===== src/set_assoc_cache_tag_lookup_assert.svh =====
// assertion macros shared by the tag lookup block
`ifndef SET_ASSOC_CACHE_TAG_LOOKUP_ASSERT_SVH
`define SET_ASSOC_CACHE_TAG_LOOKUP_ASSERT_SVH

// same-cycle implication
`define SACL_ASSERT_IMP(name, clk, rst, ante, cons, msg) \
   name: assert property (@(posedge clk) disable iff (rst) (ante) |-> (cons)) \
      else $error(msg);

// next-cycle implication
`define SACL_ASSERT_NEXT(name, clk, rst, ante, cons, msg) \
   name: assert property (@(posedge clk) disable iff (rst) (ante) |=> (cons)) \
      else $error(msg);

`endif


===== src/sacl_pkg.sv =====
`default_nettype none

package sacl_pkg;

   // fixed field widths of the request and response words
   localparam int WAY_FIELD_W = 3;
   localparam int HIT_TOTAL_W = 32;
   localparam int VICTIM_CODES = 2 ** WAY_FIELD_W;

   // widest way index over the supported associativity
   localparam int MAX_WAY_W = 4;

   // request type codes
   localparam logic REQ_READ  = 1'b0;
   localparam logic REQ_WRITE = 1'b1;

   typedef struct packed {
      logic                 hit;
      logic [MAX_WAY_W-1:0] way;
   } sacl_match_type;

endpackage

`default_nettype wire


===== src/sacl_match.sv =====
`default_nettype none

module sacl_match
   import sacl_pkg::*;
#(
   parameter int WAYS  = 8,
   parameter int TAG_W = 30
) (
   input  logic [WAYS*(TAG_W+1)-1:0] row,
   input  logic [TAG_W-1:0]          tag,
   output sacl_match_type            result
);

   localparam int ENTRY_W = TAG_W + 1;

   // lowest matching way wins, so scan from the top down
   always_comb begin
      result = '0;
      for (int w = WAYS - 1; w >= 0; w--) begin
         if (row[w*ENTRY_W + TAG_W] && (row[w*ENTRY_W +: TAG_W] == tag)) begin
            result.hit = 1'b1;
            result.way = MAX_WAY_W'(w);
         end
      end
   end

endmodule

`default_nettype wire


===== config.mk =====
export PLATFORM = sky130hd
export DESIGN_NAME = sacl_match
export DESIGN_NICKNAME = d
export VERILOG_FILES = /design/src/set_assoc_cache_tag_lookup_assert.svh /design/src/sacl_pkg.sv /design/src/sacl_match.sv
export SDC_FILE = /design/constraint.sdc
export NUM_CORES = 1
export LEC_CHECK = 0
export ABC_AREA = 0
export BUFFER_PORTS_ARGS = -buffer_cell sky130_fd_sc_hd__buf_2
export CORE_AREA = 4 4 109 111
export DETAILED_ROUTE_END_ITERATION = 7
export DIE_AREA = 0 0 113 115
export PLACE_DENSITY = 0.6
export SYNTH_ARGS = -nofsm -noshare
export SYNTH_HDL_FRONTEND = slang
export SYNTH_SLANG_ARGS = --single-unit

===== constraint.sdc =====
create_clock -name vclk -period 2.9
set_input_delay 0.58 -clock vclk [all_inputs]
set_output_delay 0.58 -clock vclk [all_outputs]
set_load 0.1 [all_outputs]

# Word level (Yosys, flattened, before mapping)
# Index checks and enable logic that the tools add are counted.
word_totals:
  reg_bits: 0
  inputBits: 278
  out_inout_bits: 5
  elab_cells: 24
classes:
  n_eq_ne: 8
  n_mux: 8
  reduce_logical: 8
op_table:
  columns: ["operator", "n"]
  rows:
  - ["30-bit equality test", 8]
  - ["5-bit 2-to-1 mux", 8]
  - ["1-bit logical AND", 8]

# Longest topological paths before layout
depth:
  word_depth: 10
  mapped_depth: 8
  ltp_nobuf: 7

# Worst setup path after synthesis
# No wires, ideal clock.
synth_path:
  path_type: "input-to-output"
  startpoint: "in tag[11]"
  endpoint: "out result[1] in the netlist's numbering"
  arrival_time_ps: 3097
  t_required_ps: 2320
  path_slack_ps: -777
  stages: 6
  path_buffers: 1
  path_cell_list: "buf_2 xnor2_1 nand4_1 nor4_1 nand4_1 a31oi_1"
synth_lines:
  columns: ["item", "line_no", "rtl"]
  rows:
  - ["start: declaration", "sacl_match.sv:10", "input logic [TAG_W-1:0] tag,"]
  - ["end: declaration", "sacl_match.sv:11", "output sacl_match_type result"]

==> results by group <==
Final layout
  • Diode count: 0
  • FFs & Latches: 0
  • Layout cells sized above 1: approximately 55%
  • Clk_buf instances: 0
  • # fillers: 1055
  • Register Area: 0 um2
  • Fin cells: 806
  • Final instance area: ~5200 um2
  • Fin nets: between 900 and 1000
  • Area delta synth->final: 76.6%
  • Multi-input logic area: roughly 3000 um2

Power
  • Total power draw: 0.773 mW
  • Comb pwr share: 100.0%
  • Psw: between 0.3 and 0.4 mW
  • Switching part of the total power: 47.1%
  • PwrDens: about 150 nW/um2
  • Seq pwr share: 0%
  • Internal power: ~0.4 mW
  • Peak supply drop: about 0.083 mV
  • Clock power share: 0%
  • Lkg Pwr: 2.36 nW

Drt
  • Drt pass-1 iters: 4
  • Via count: a little under 4000
  • Remaining antenna violation count: 0
  • Initial DRC count: a little under 200
  • Avg WL per Cell: between 20 and 25 um
  • Met3 WL: between 1500 and 2000 um
  • Met1 Wirelength: slightly above 6000 um
  • Post-detailed-route via-to-cell ratio: ~4.9
  • Routed wl met2: between 8000 and 9000 um
  • DR DRC count: 0
  • Total Routed Length: 16600 um
  • Highest metal used: met4

Timing
  • Slew Viols, Final: 0
  • Setup TNS: 0 ns
  • Crit path time final: around 2.9 ns
  • Fmax: between 0.3 and 0.4 GHz
  • Fin worst setup slack: between 0.001 and 0.0015 ns
  • Final Cycle Share: about 100%
  • Setup Viol. Count Final: 0
  • RSZ-0062 raised after global routing: true
  • Final Hold Fails: 0

Synth
  • Sequential area share after synthesis: 0%
  • Mean Syn Cell Area: between 8 and 9 um2
  • Distinct cells, synth: 20
  • Synth area leader: xnor2_1
  • Synth Instances: around 370
  • Syn nets: 644
  • Synth top area share: 44.8%
  • Synthesis Warnings: 0
  • Area contributors post-synth: xnor2_1 (45%), xor2_1 (26%), nand4_1 (11%)
  • Syn Std Cell Area: 2950 um2

Floorplanning
  • Core ar.: approximately 11000 um2
  • Initial Util: between 20% and 30%
  • Row count: 38
  • Die Wd: 113 um
  • Die area: between 10000 and 15000 um2
  • Num ports: around 280
  • Die Y: 115 um

Setup path
  • CP startpoint: tag[4]
  • Worst EP required: between 2 and 2.5 ns
  • Crit end category: primary output
  • CP Launch Type: input port
  • Crit path DAT: approximately 2.3 ns
  • CP max FO: 8
  • Worst setup path endpoint: result[1]
  • CP Class: in -> out

GRT
  • Largest net degree at the start of global routing: 9
  • Gr usage total: 23.3%
  • First-pass GRT wire length: between 20000 and 25000 um
  • Total congestion overflow: 0
  • Vias in the first global route: 4257
  • Initial antenna violation count: 0

Placed design
  • Placed inst area: 4790 um2
  • Place WS: -0.333 ns
  • Port buffer count: roughly 280
  • Cells after DPL: around 800
  • DP HPWL: approximately 14000 um
  • Gpl congestion: approximately 0.97

Min path
  • Hold Crit Class: in -> out
  • Hold Path Origin: row[59]

Status
  • Status: complete, no violations

Run
  • Max Cap Violations: 0
[critical path, cell delays in order]
cell and delay (ns):
buf_6 0.13, xnor2_2 0.16, nand4_1 0.16, nor4_2 0.35, buf_4 0.17, nand4_1 0.13
nand2_1 0.14, nand3_2 0.10, a31oi_4 0.19, buf_12 0.19
[cell families after synthesis]
kind of cell / Yosys count / share of synthesized area [%]
xor gates and xnor gates: 240 / 71.5
and+or+nand+nor: 89 / 19.5
buffers and inverters: 32 / 8.02
AOI/OAI and AO/OA: 4 / 0.848
other: 1 / 0.127
[cells in the final DEF, fill, tap and decap left out]
cell type / n
nor2b_4: 1
buf_4: 55
nand4_1: 50
and4_1: 1
xnor2_4: 1
buf_2: 251
o21ai_1: 1
conb_1: 1
nand2_1: 3
buf_6: 7
clkbuf_4: 5
xnor2_1: 137
nand3_2: 1
buf_12: 12
xnor2_2: 14
nor4_2: 13
buf_8: 1
nor4_1: 15
or2_1: 1
o22ai_4: 1
nor4_4: 4
inv_1: 1
xor2_1: 88
a21boi_2: 1
a31oi_4: 1
[power groups by stage]
stage                     logic, mW  clock network [mW]  registers [mW]
after global routing          0.830                   0               0
after CTS                     0.747                   0               0
final                         0.773                   0               0
after detailed placement      0.709                   0               0
after floorplan               0.379                   0               0
after global placement        0.698                   0               0
[per-layer routing]
layer | GRT usage [%] | vias up
met4 | 6.09 | 0
li1 | - | 1839
met2 | 43.3 | 242
met3 | 4.79 | 28
met5 | 0 | -
met1 | 27.3 | 1810
[metrics by stage]
step	hold slack (ns)	util [%]
2_1_floorplan	1.61	-
3_3_place_gp	1.86	44.4
3_5_place_dp	1.89	44.4
4_1_cts	1.89	46.7
5_1_grt	1.94	48.3
6_report	1.91	48.3
[area by class of cell]
cell class,count,area share [%]
multi-input cells,334,57.4
well taps,140,3.36
repair buffers,331,39.2
inverters,1,0.0720
[worst min path at each step]
stage / end / slack [ns] / cells past startpoint
final: result[0] / 1.91 / 8
after CTS: result[1] / 1.89 / 7
after floorplan: result[0] / 1.61 / 4
after detailed placement: result[1] / 1.89 / 7
after global routing: result[0] / 1.94 / 8
after global placement: result[1] / 1.86 / 7
[timing repair]
item / 4_1_cts / 5_1_grt
hold buffers: 0 / 0
pin swaps: 13 / 12
buffers inserted: 3 / 5
cloned: 0 / 0
hold endpoints to repair: 0 / 0
endpoints found under the setup margin: 4 / 4
gates resized for setup: 50 / 24
[cell usage after synthesis, types with 3 or more instances]
| master | instances |
|---|---|
| buf_2 | 15 |
| nor4_2 | 4 |
| buf_4 | 6 |
| nor4_1 | 28 |
| buf_6 | 10 |
| xor2_1 | 88 |
| xnor2_1 | 151 |
| nand4_1 | 50 |
| nand2_1 | 3 |
(Power assumes the default switching activity.)
