`config.mk`:
```
export PLATFORM = sky130hd
export DESIGN_NAME = sacl_ram
export DESIGN_NICKNAME = d
export VERILOG_FILES = /design/src/set_assoc_cache_tag_lookup_assert.svh /design/src/sacl_ram.sv
export SDC_FILE = /design/constraint.sdc
export NUM_CORES = 1
export LEC_CHECK = 0
export BUFFER_PORTS_ARGS = -buffer_cell sky130_fd_sc_hd__buf_2
export CAP_MARGIN = 25
export CORE_ASPECT_RATIO = 1.4
export CORE_MARGIN = 10
export CORE_UTILIZATION = 50
export CTS_BUF_LIST = sky130_fd_sc_hd__clkbuf_16
export DETAILED_ROUTE_END_ITERATION = 16
export PLACE_DENSITY = 0.76
export SETUP_SLACK_MARGIN = 0.1
export SYNTH_ARGS = -nofsm -noshare
export SYNTH_HDL_FRONTEND = slang
export SYNTH_SLANG_ARGS = --single-unit
export TNS_END_PERCENT = 5
```
`constraint.sdc`:
```
create_clock -name clock -period 2.3 [get_ports clock]
set_clock_uncertainty 0.1 [all_clocks]
set_input_delay 0.115 -clock clock [delete_from_list [all_inputs] [get_ports clock]]
set_output_delay 0.115 -clock clock [all_outputs]
set_load 0.02 [all_outputs]
```
`src/set_assoc_cache_tag_lookup_assert.svh`:
```
// assertion macros shared by the tag lookup block
`ifndef SET_ASSOC_CACHE_TAG_LOOKUP_ASSERT_SVH
`define SET_ASSOC_CACHE_TAG_LOOKUP_ASSERT_SVH

// same-cycle implication
`define SACL_ASSERT_IMP(name, clk, rst, ante, cons, msg) \
   name: assert property (@(posedge clk) disable iff (rst) (ante) |-> (cons)) \
      else $error(msg);

// next-cycle implication
`define SACL_ASSERT_NEXT(name, clk, rst, ante, cons, msg) \
   name: assert property (@(posedge clk) disable iff (rst) (ante) |=> (cons)) \
      else $error(msg);

`endif

```
`src/sacl_ram.sv`:
```
`default_nettype none

module sacl_ram #(
   parameter int WIDTH = 8,
   parameter int DEPTH = 16
) (
   input  logic                     clock,
   input  logic                     wr_en,
   input  logic [$clog2(DEPTH)-1:0] wr_addr,
   input  logic [WIDTH-1:0]         wr_data,
   input  logic                     rd_en,
   input  logic [$clog2(DEPTH)-1:0] rd_addr,
   output logic [WIDTH-1:0]         rd_data
);

   logic [WIDTH-1:0] mem_ff [DEPTH];
   logic [WIDTH-1:0] rd_data_ff;

   always_ff @(posedge clock) begin
      if (wr_en) begin
         mem_ff[wr_addr] <= wr_data;
      end
      if (rd_en) begin
         rd_data_ff <= mem_ff[rd_addr];
      end
   end

   assign rd_data = rd_data_ff;

endmodule

`default_nettype wire

```
# After elaboration in Yosys (flattened, before gate mapping)
# Memory sizes are Yosys's and may differ from the RTL's. A register that Yosys moved wholly into a read port is not among the register bits.
# Cells that the tools add are included.
# Widths: inputs -> output; s select.
totals:
  reg_bits: 0
  latch_bits: 0
  ramBits: 128
  romBits: 0
  in_bits: 19
  output_inout_bits: 8
  elab_cells: 3
  memories: 1
mem_list:
  columns: ["memory", "words", "width", "read_ports", "rd_ports_with_merged_regs", "write_ports", "line_no", "source"]
  rows:
  - ["mem_ff", 16, 8, 1, 1, 1, "sacl_ram.sv:16", "logic [WIDTH-1:0] mem_ff [DEPTH];"]
classes:
  add_sub_neg: 0
  n_mul: 0
  n_div: 0
  order_cmp: 0
  eq_ne: 0
  n_shift: 0
  n_mux: 2
  bitwise: 0
  n_reduce_logical: 0
ops:
  columns: ["op", "n"]
  rows:
  - ["$mux 1", 2]

# Depth between registers and ports, before layout
logic_depth:
  ltp_word: 2
  depth_mapped: 5

# Worst setup path before layout
# Ideal clock, no wire load.
synth_path:
  path_type: "input -> register"
  from: "in wr_addr[2]"
  to: "mem mem_ff[0][0], enable pin"
  arrival_time_ns: 1.225
  setup_slack_ns: 0.592
  cell_stages: 2
  path_buffers: 0
  path_cell_list: "or3b_2 -> nor3_1"
synth_rtl:
  columns: ["element", "line_no", "source"]
  rows:
  - ["start, declared", "sacl_ram.sv:9", "input logic [$clog2(DEPTH)-1:0] wr_addr,"]
  - ["end, declared", "sacl_ram.sv:16", null]
# Straight into the memory's write port.

==> run metrics <==
syn_nets 248; leading area contributor after synthesis edfxtp_1; Die W around 110 um; root buf cell clkbuf_16; max cap viols 0; top post-synthesis cells by count edfxtp_1 (136), mux4_2 (18), a22oi_1 (16); Worst VDD drop ~0.00066 V; Syn Area/Cell roughly 23 um^2; worst reg-to-reg path cell count 3; die height ~140 um; number of distinct library cells after synthesis 18; clock share of power 46.0%; Crit path largest cell delay ~530 ps; hold path depth 3; final WL approximately 9.9 mm; clock sinks between 100 and 150; CP Launch Type flop; endpoints failing hold 0; post-route cell area 6300 um^2; Synth Register Bits between 100 and 150; postcts setup bufs 0; Final GP Congestion about 0.78; leakage 2.15 nW; post-CTS sizing 0; register area share after synthesis approximately four fifths; initial antenna violation count 0; Hold Path End mem_ff[2][7]$_DFFE_PP_; num ports 27; FP Rows 44; Placed Area approximately 5600 um^2; largest net degree at the start of global routing 23; PD cells approximately 910 nW/um^2; sequential power share roughly half; Worst EP required approximately 2400 ps; CTS tree yes; Clock Path Buffers 2; max-slew violations 0; unrepaired setup endpoints after global routing no; min-delay src wr_addr[2]; Setup CP Type flop to flop; Initial Util approximately half; first-pass GRT wire length approximately 16 mm; Setup-failing EPs final 0; H-tree depth 4; Critical Path End Type flop; DR iter-0 viols 180; synth top area cells edfxtp_1 (78%), mux4_2 (7.8%), mux4_1 (7.0%), a22oi_1 (2.3%), nor2_1 (0.93%); Combinational Power Share 4.9%; multi-input logic area between 1000 and 1500 um^2; TritonCTS Buffers 17; sw frac 19.5%; most common cell in the synthesized netlist edfxtp_1; RR Startpoint mem_ff[1][2]$_DFFE_PP_; DRT Pass-1 Iters 4; critical path's slowest cell mux4_1; clk_lat worst skew approximately 410 ps; share of cells above drive strength 1 a little under a third; Worst R2R End rd_data[2]$_DFFE_PP_; Post-synth EDFFs around 140; Switching Power about 1.1 mW; Post-DRT Antenna Nets 0; reg2reg setup slack 720 ps; port bufs 26; Final Cycle Share between 60% and 70%; Core Box Area just over 10000 um^2; Rel. slew slack 44.5%; # diodes 0; via-per-instance ratio around 5.7; crit path max fanout 1; DR WL/cell around 22 um; GRT Total Usage 14.3%; Util after Layout roughly three fifths; # hold bufs at CTS 9; # DRC 0; internal power 4.60 mW; Synth Flop Type edfxtp_1; Overflow after GRT 0; vias in the first global route between 2000 and 3000; post-synthesis cell area ~5200 um^2; Slew @ Worst Pin between 800 and 900 ps; vias post-DR approximately 2500; Synth top area share between 70% and 80%; hpwl dp between 6 and 7 mm; sequential cell area 4080 um^2; Layout area overhead 20.6%; minimum clock period after layout 1580 ps; ys async rst share 0%; CTS clk-pin slew, worst paths 60 ps; crit path DAT between 1500 and 2000 ps; status completed; DIE AREA around 15000 um^2; Cell Chain, Critical Path mux4_1 > a22oi_1 > nand2_1; synth warn 0; Max Freq between 600 and 700 MHz; Post-Synthesis Cells 229; Sum Neg Setup Slack 0 ps; FILL cells a little over 700; Hold WC Path Type input port to flop; nets@finish 313
final cells by class:
class                   count  area share [%]
repair buffers             56            6.39
flip-flops and latches    136            64.8
clock inverters            15            2.54
multi-input cells          83            16.8
well taps                 138            2.74
clock buffers              17            6.75
worst max-delay path by stage:
stage | startpoint | to | slack, ps
after floorplan | wr_addr[2] | mem_ff[0][0]$_DFFE_PP_ | 590
after global placement | rd_addr[0] | rd_data[0]$_DFFE_PP_ | 390
after detailed placement | rd_addr[0] | rd_data[0]$_DFFE_PP_ | 360
after CTS | mem_ff[2][3]$_DFFE_PP_ | rd_data[3]$_DFFE_PP_ | 710
after global routing | mem_ff[11][6]$_DFFE_PP_ | rd_data[6]$_DFFE_PP_ | 670
final | mem_ff[1][2]$_DFFE_PP_ | rd_data[2]$_DFFE_PP_ | 720
cell families after synthesis:
kind of cell           share of synthesized area (%)
AOI/OAI and AO/OA                               2.30
muxes                                           14.8
DFF                                             78.1
buffers and inverters                           1.65
and+or+nand+nor                                 3.14
flip-flops by register name (all words and copies together) (netlist names):
signal   count
rd_data      8
mem_ff     128
through the flow:
stage               hold slack (ps)  cells  total power [mW]  worst slack (ps)
finish                          163    445              5.71               722
global route                    159    445              5.89               669
CTS                             143    445              5.74               713
detailed placement              376    404              3.13               361
global placement                381    404              3.12               394
floorplan                       114    229              3.01               592
layout by cell type, fill, tap and decap left out, types with 3 or more instances in the layout:
cell type	synthesis	layout
nand2_1	9	9
bufinv_16	0	3
nor2_1	13	13
dlygate4sd3_1	0	9
clkinv_2	0	7
mux4_2	18	18
clkinvlp_4	0	3
buf_2	3	26
buf_4	1	19
a22oi_1	16	16
nor3_1	4	4
edfxtp_1	136	136
clkbuf_16	0	17
mux4_1	14	14
power by group through the flow:
stage	Combinational, mW	Sequential, mW	Clock (mW)
global route	0.303	2.81	2.78
global placement	0.261	2.85	0
finish	0.279	2.81	2.63
CTS	0.284	2.81	2.65
floorplan	0.141	2.87	0
detailed placement	0.269	2.86	0
layer usage:
| layer | global-route usage, % | routed length, um | up-vias |
|---|---|---|---|
| met2 | 23.2 | 5220 | 88 |
| met4 | 6.15 | 165 | 0 |
| li1 | - | - | 1108 |
| met3 | 4.79 | 564 | 12 |
| met1 | 17.1 | 3970 | 1315 |
| met5 | 0 | 0 | - |
critical path: cells and delay by family, from the launching register on:
kind | cells | cell delay, ps
muxes | 1 | 530
and+or+nand+nor | 1 | 80
DFF | 1 | 370
AOI/OAI and AO/OA | 1 | 260
Note: power is estimated with default switching activity, not from simulation.
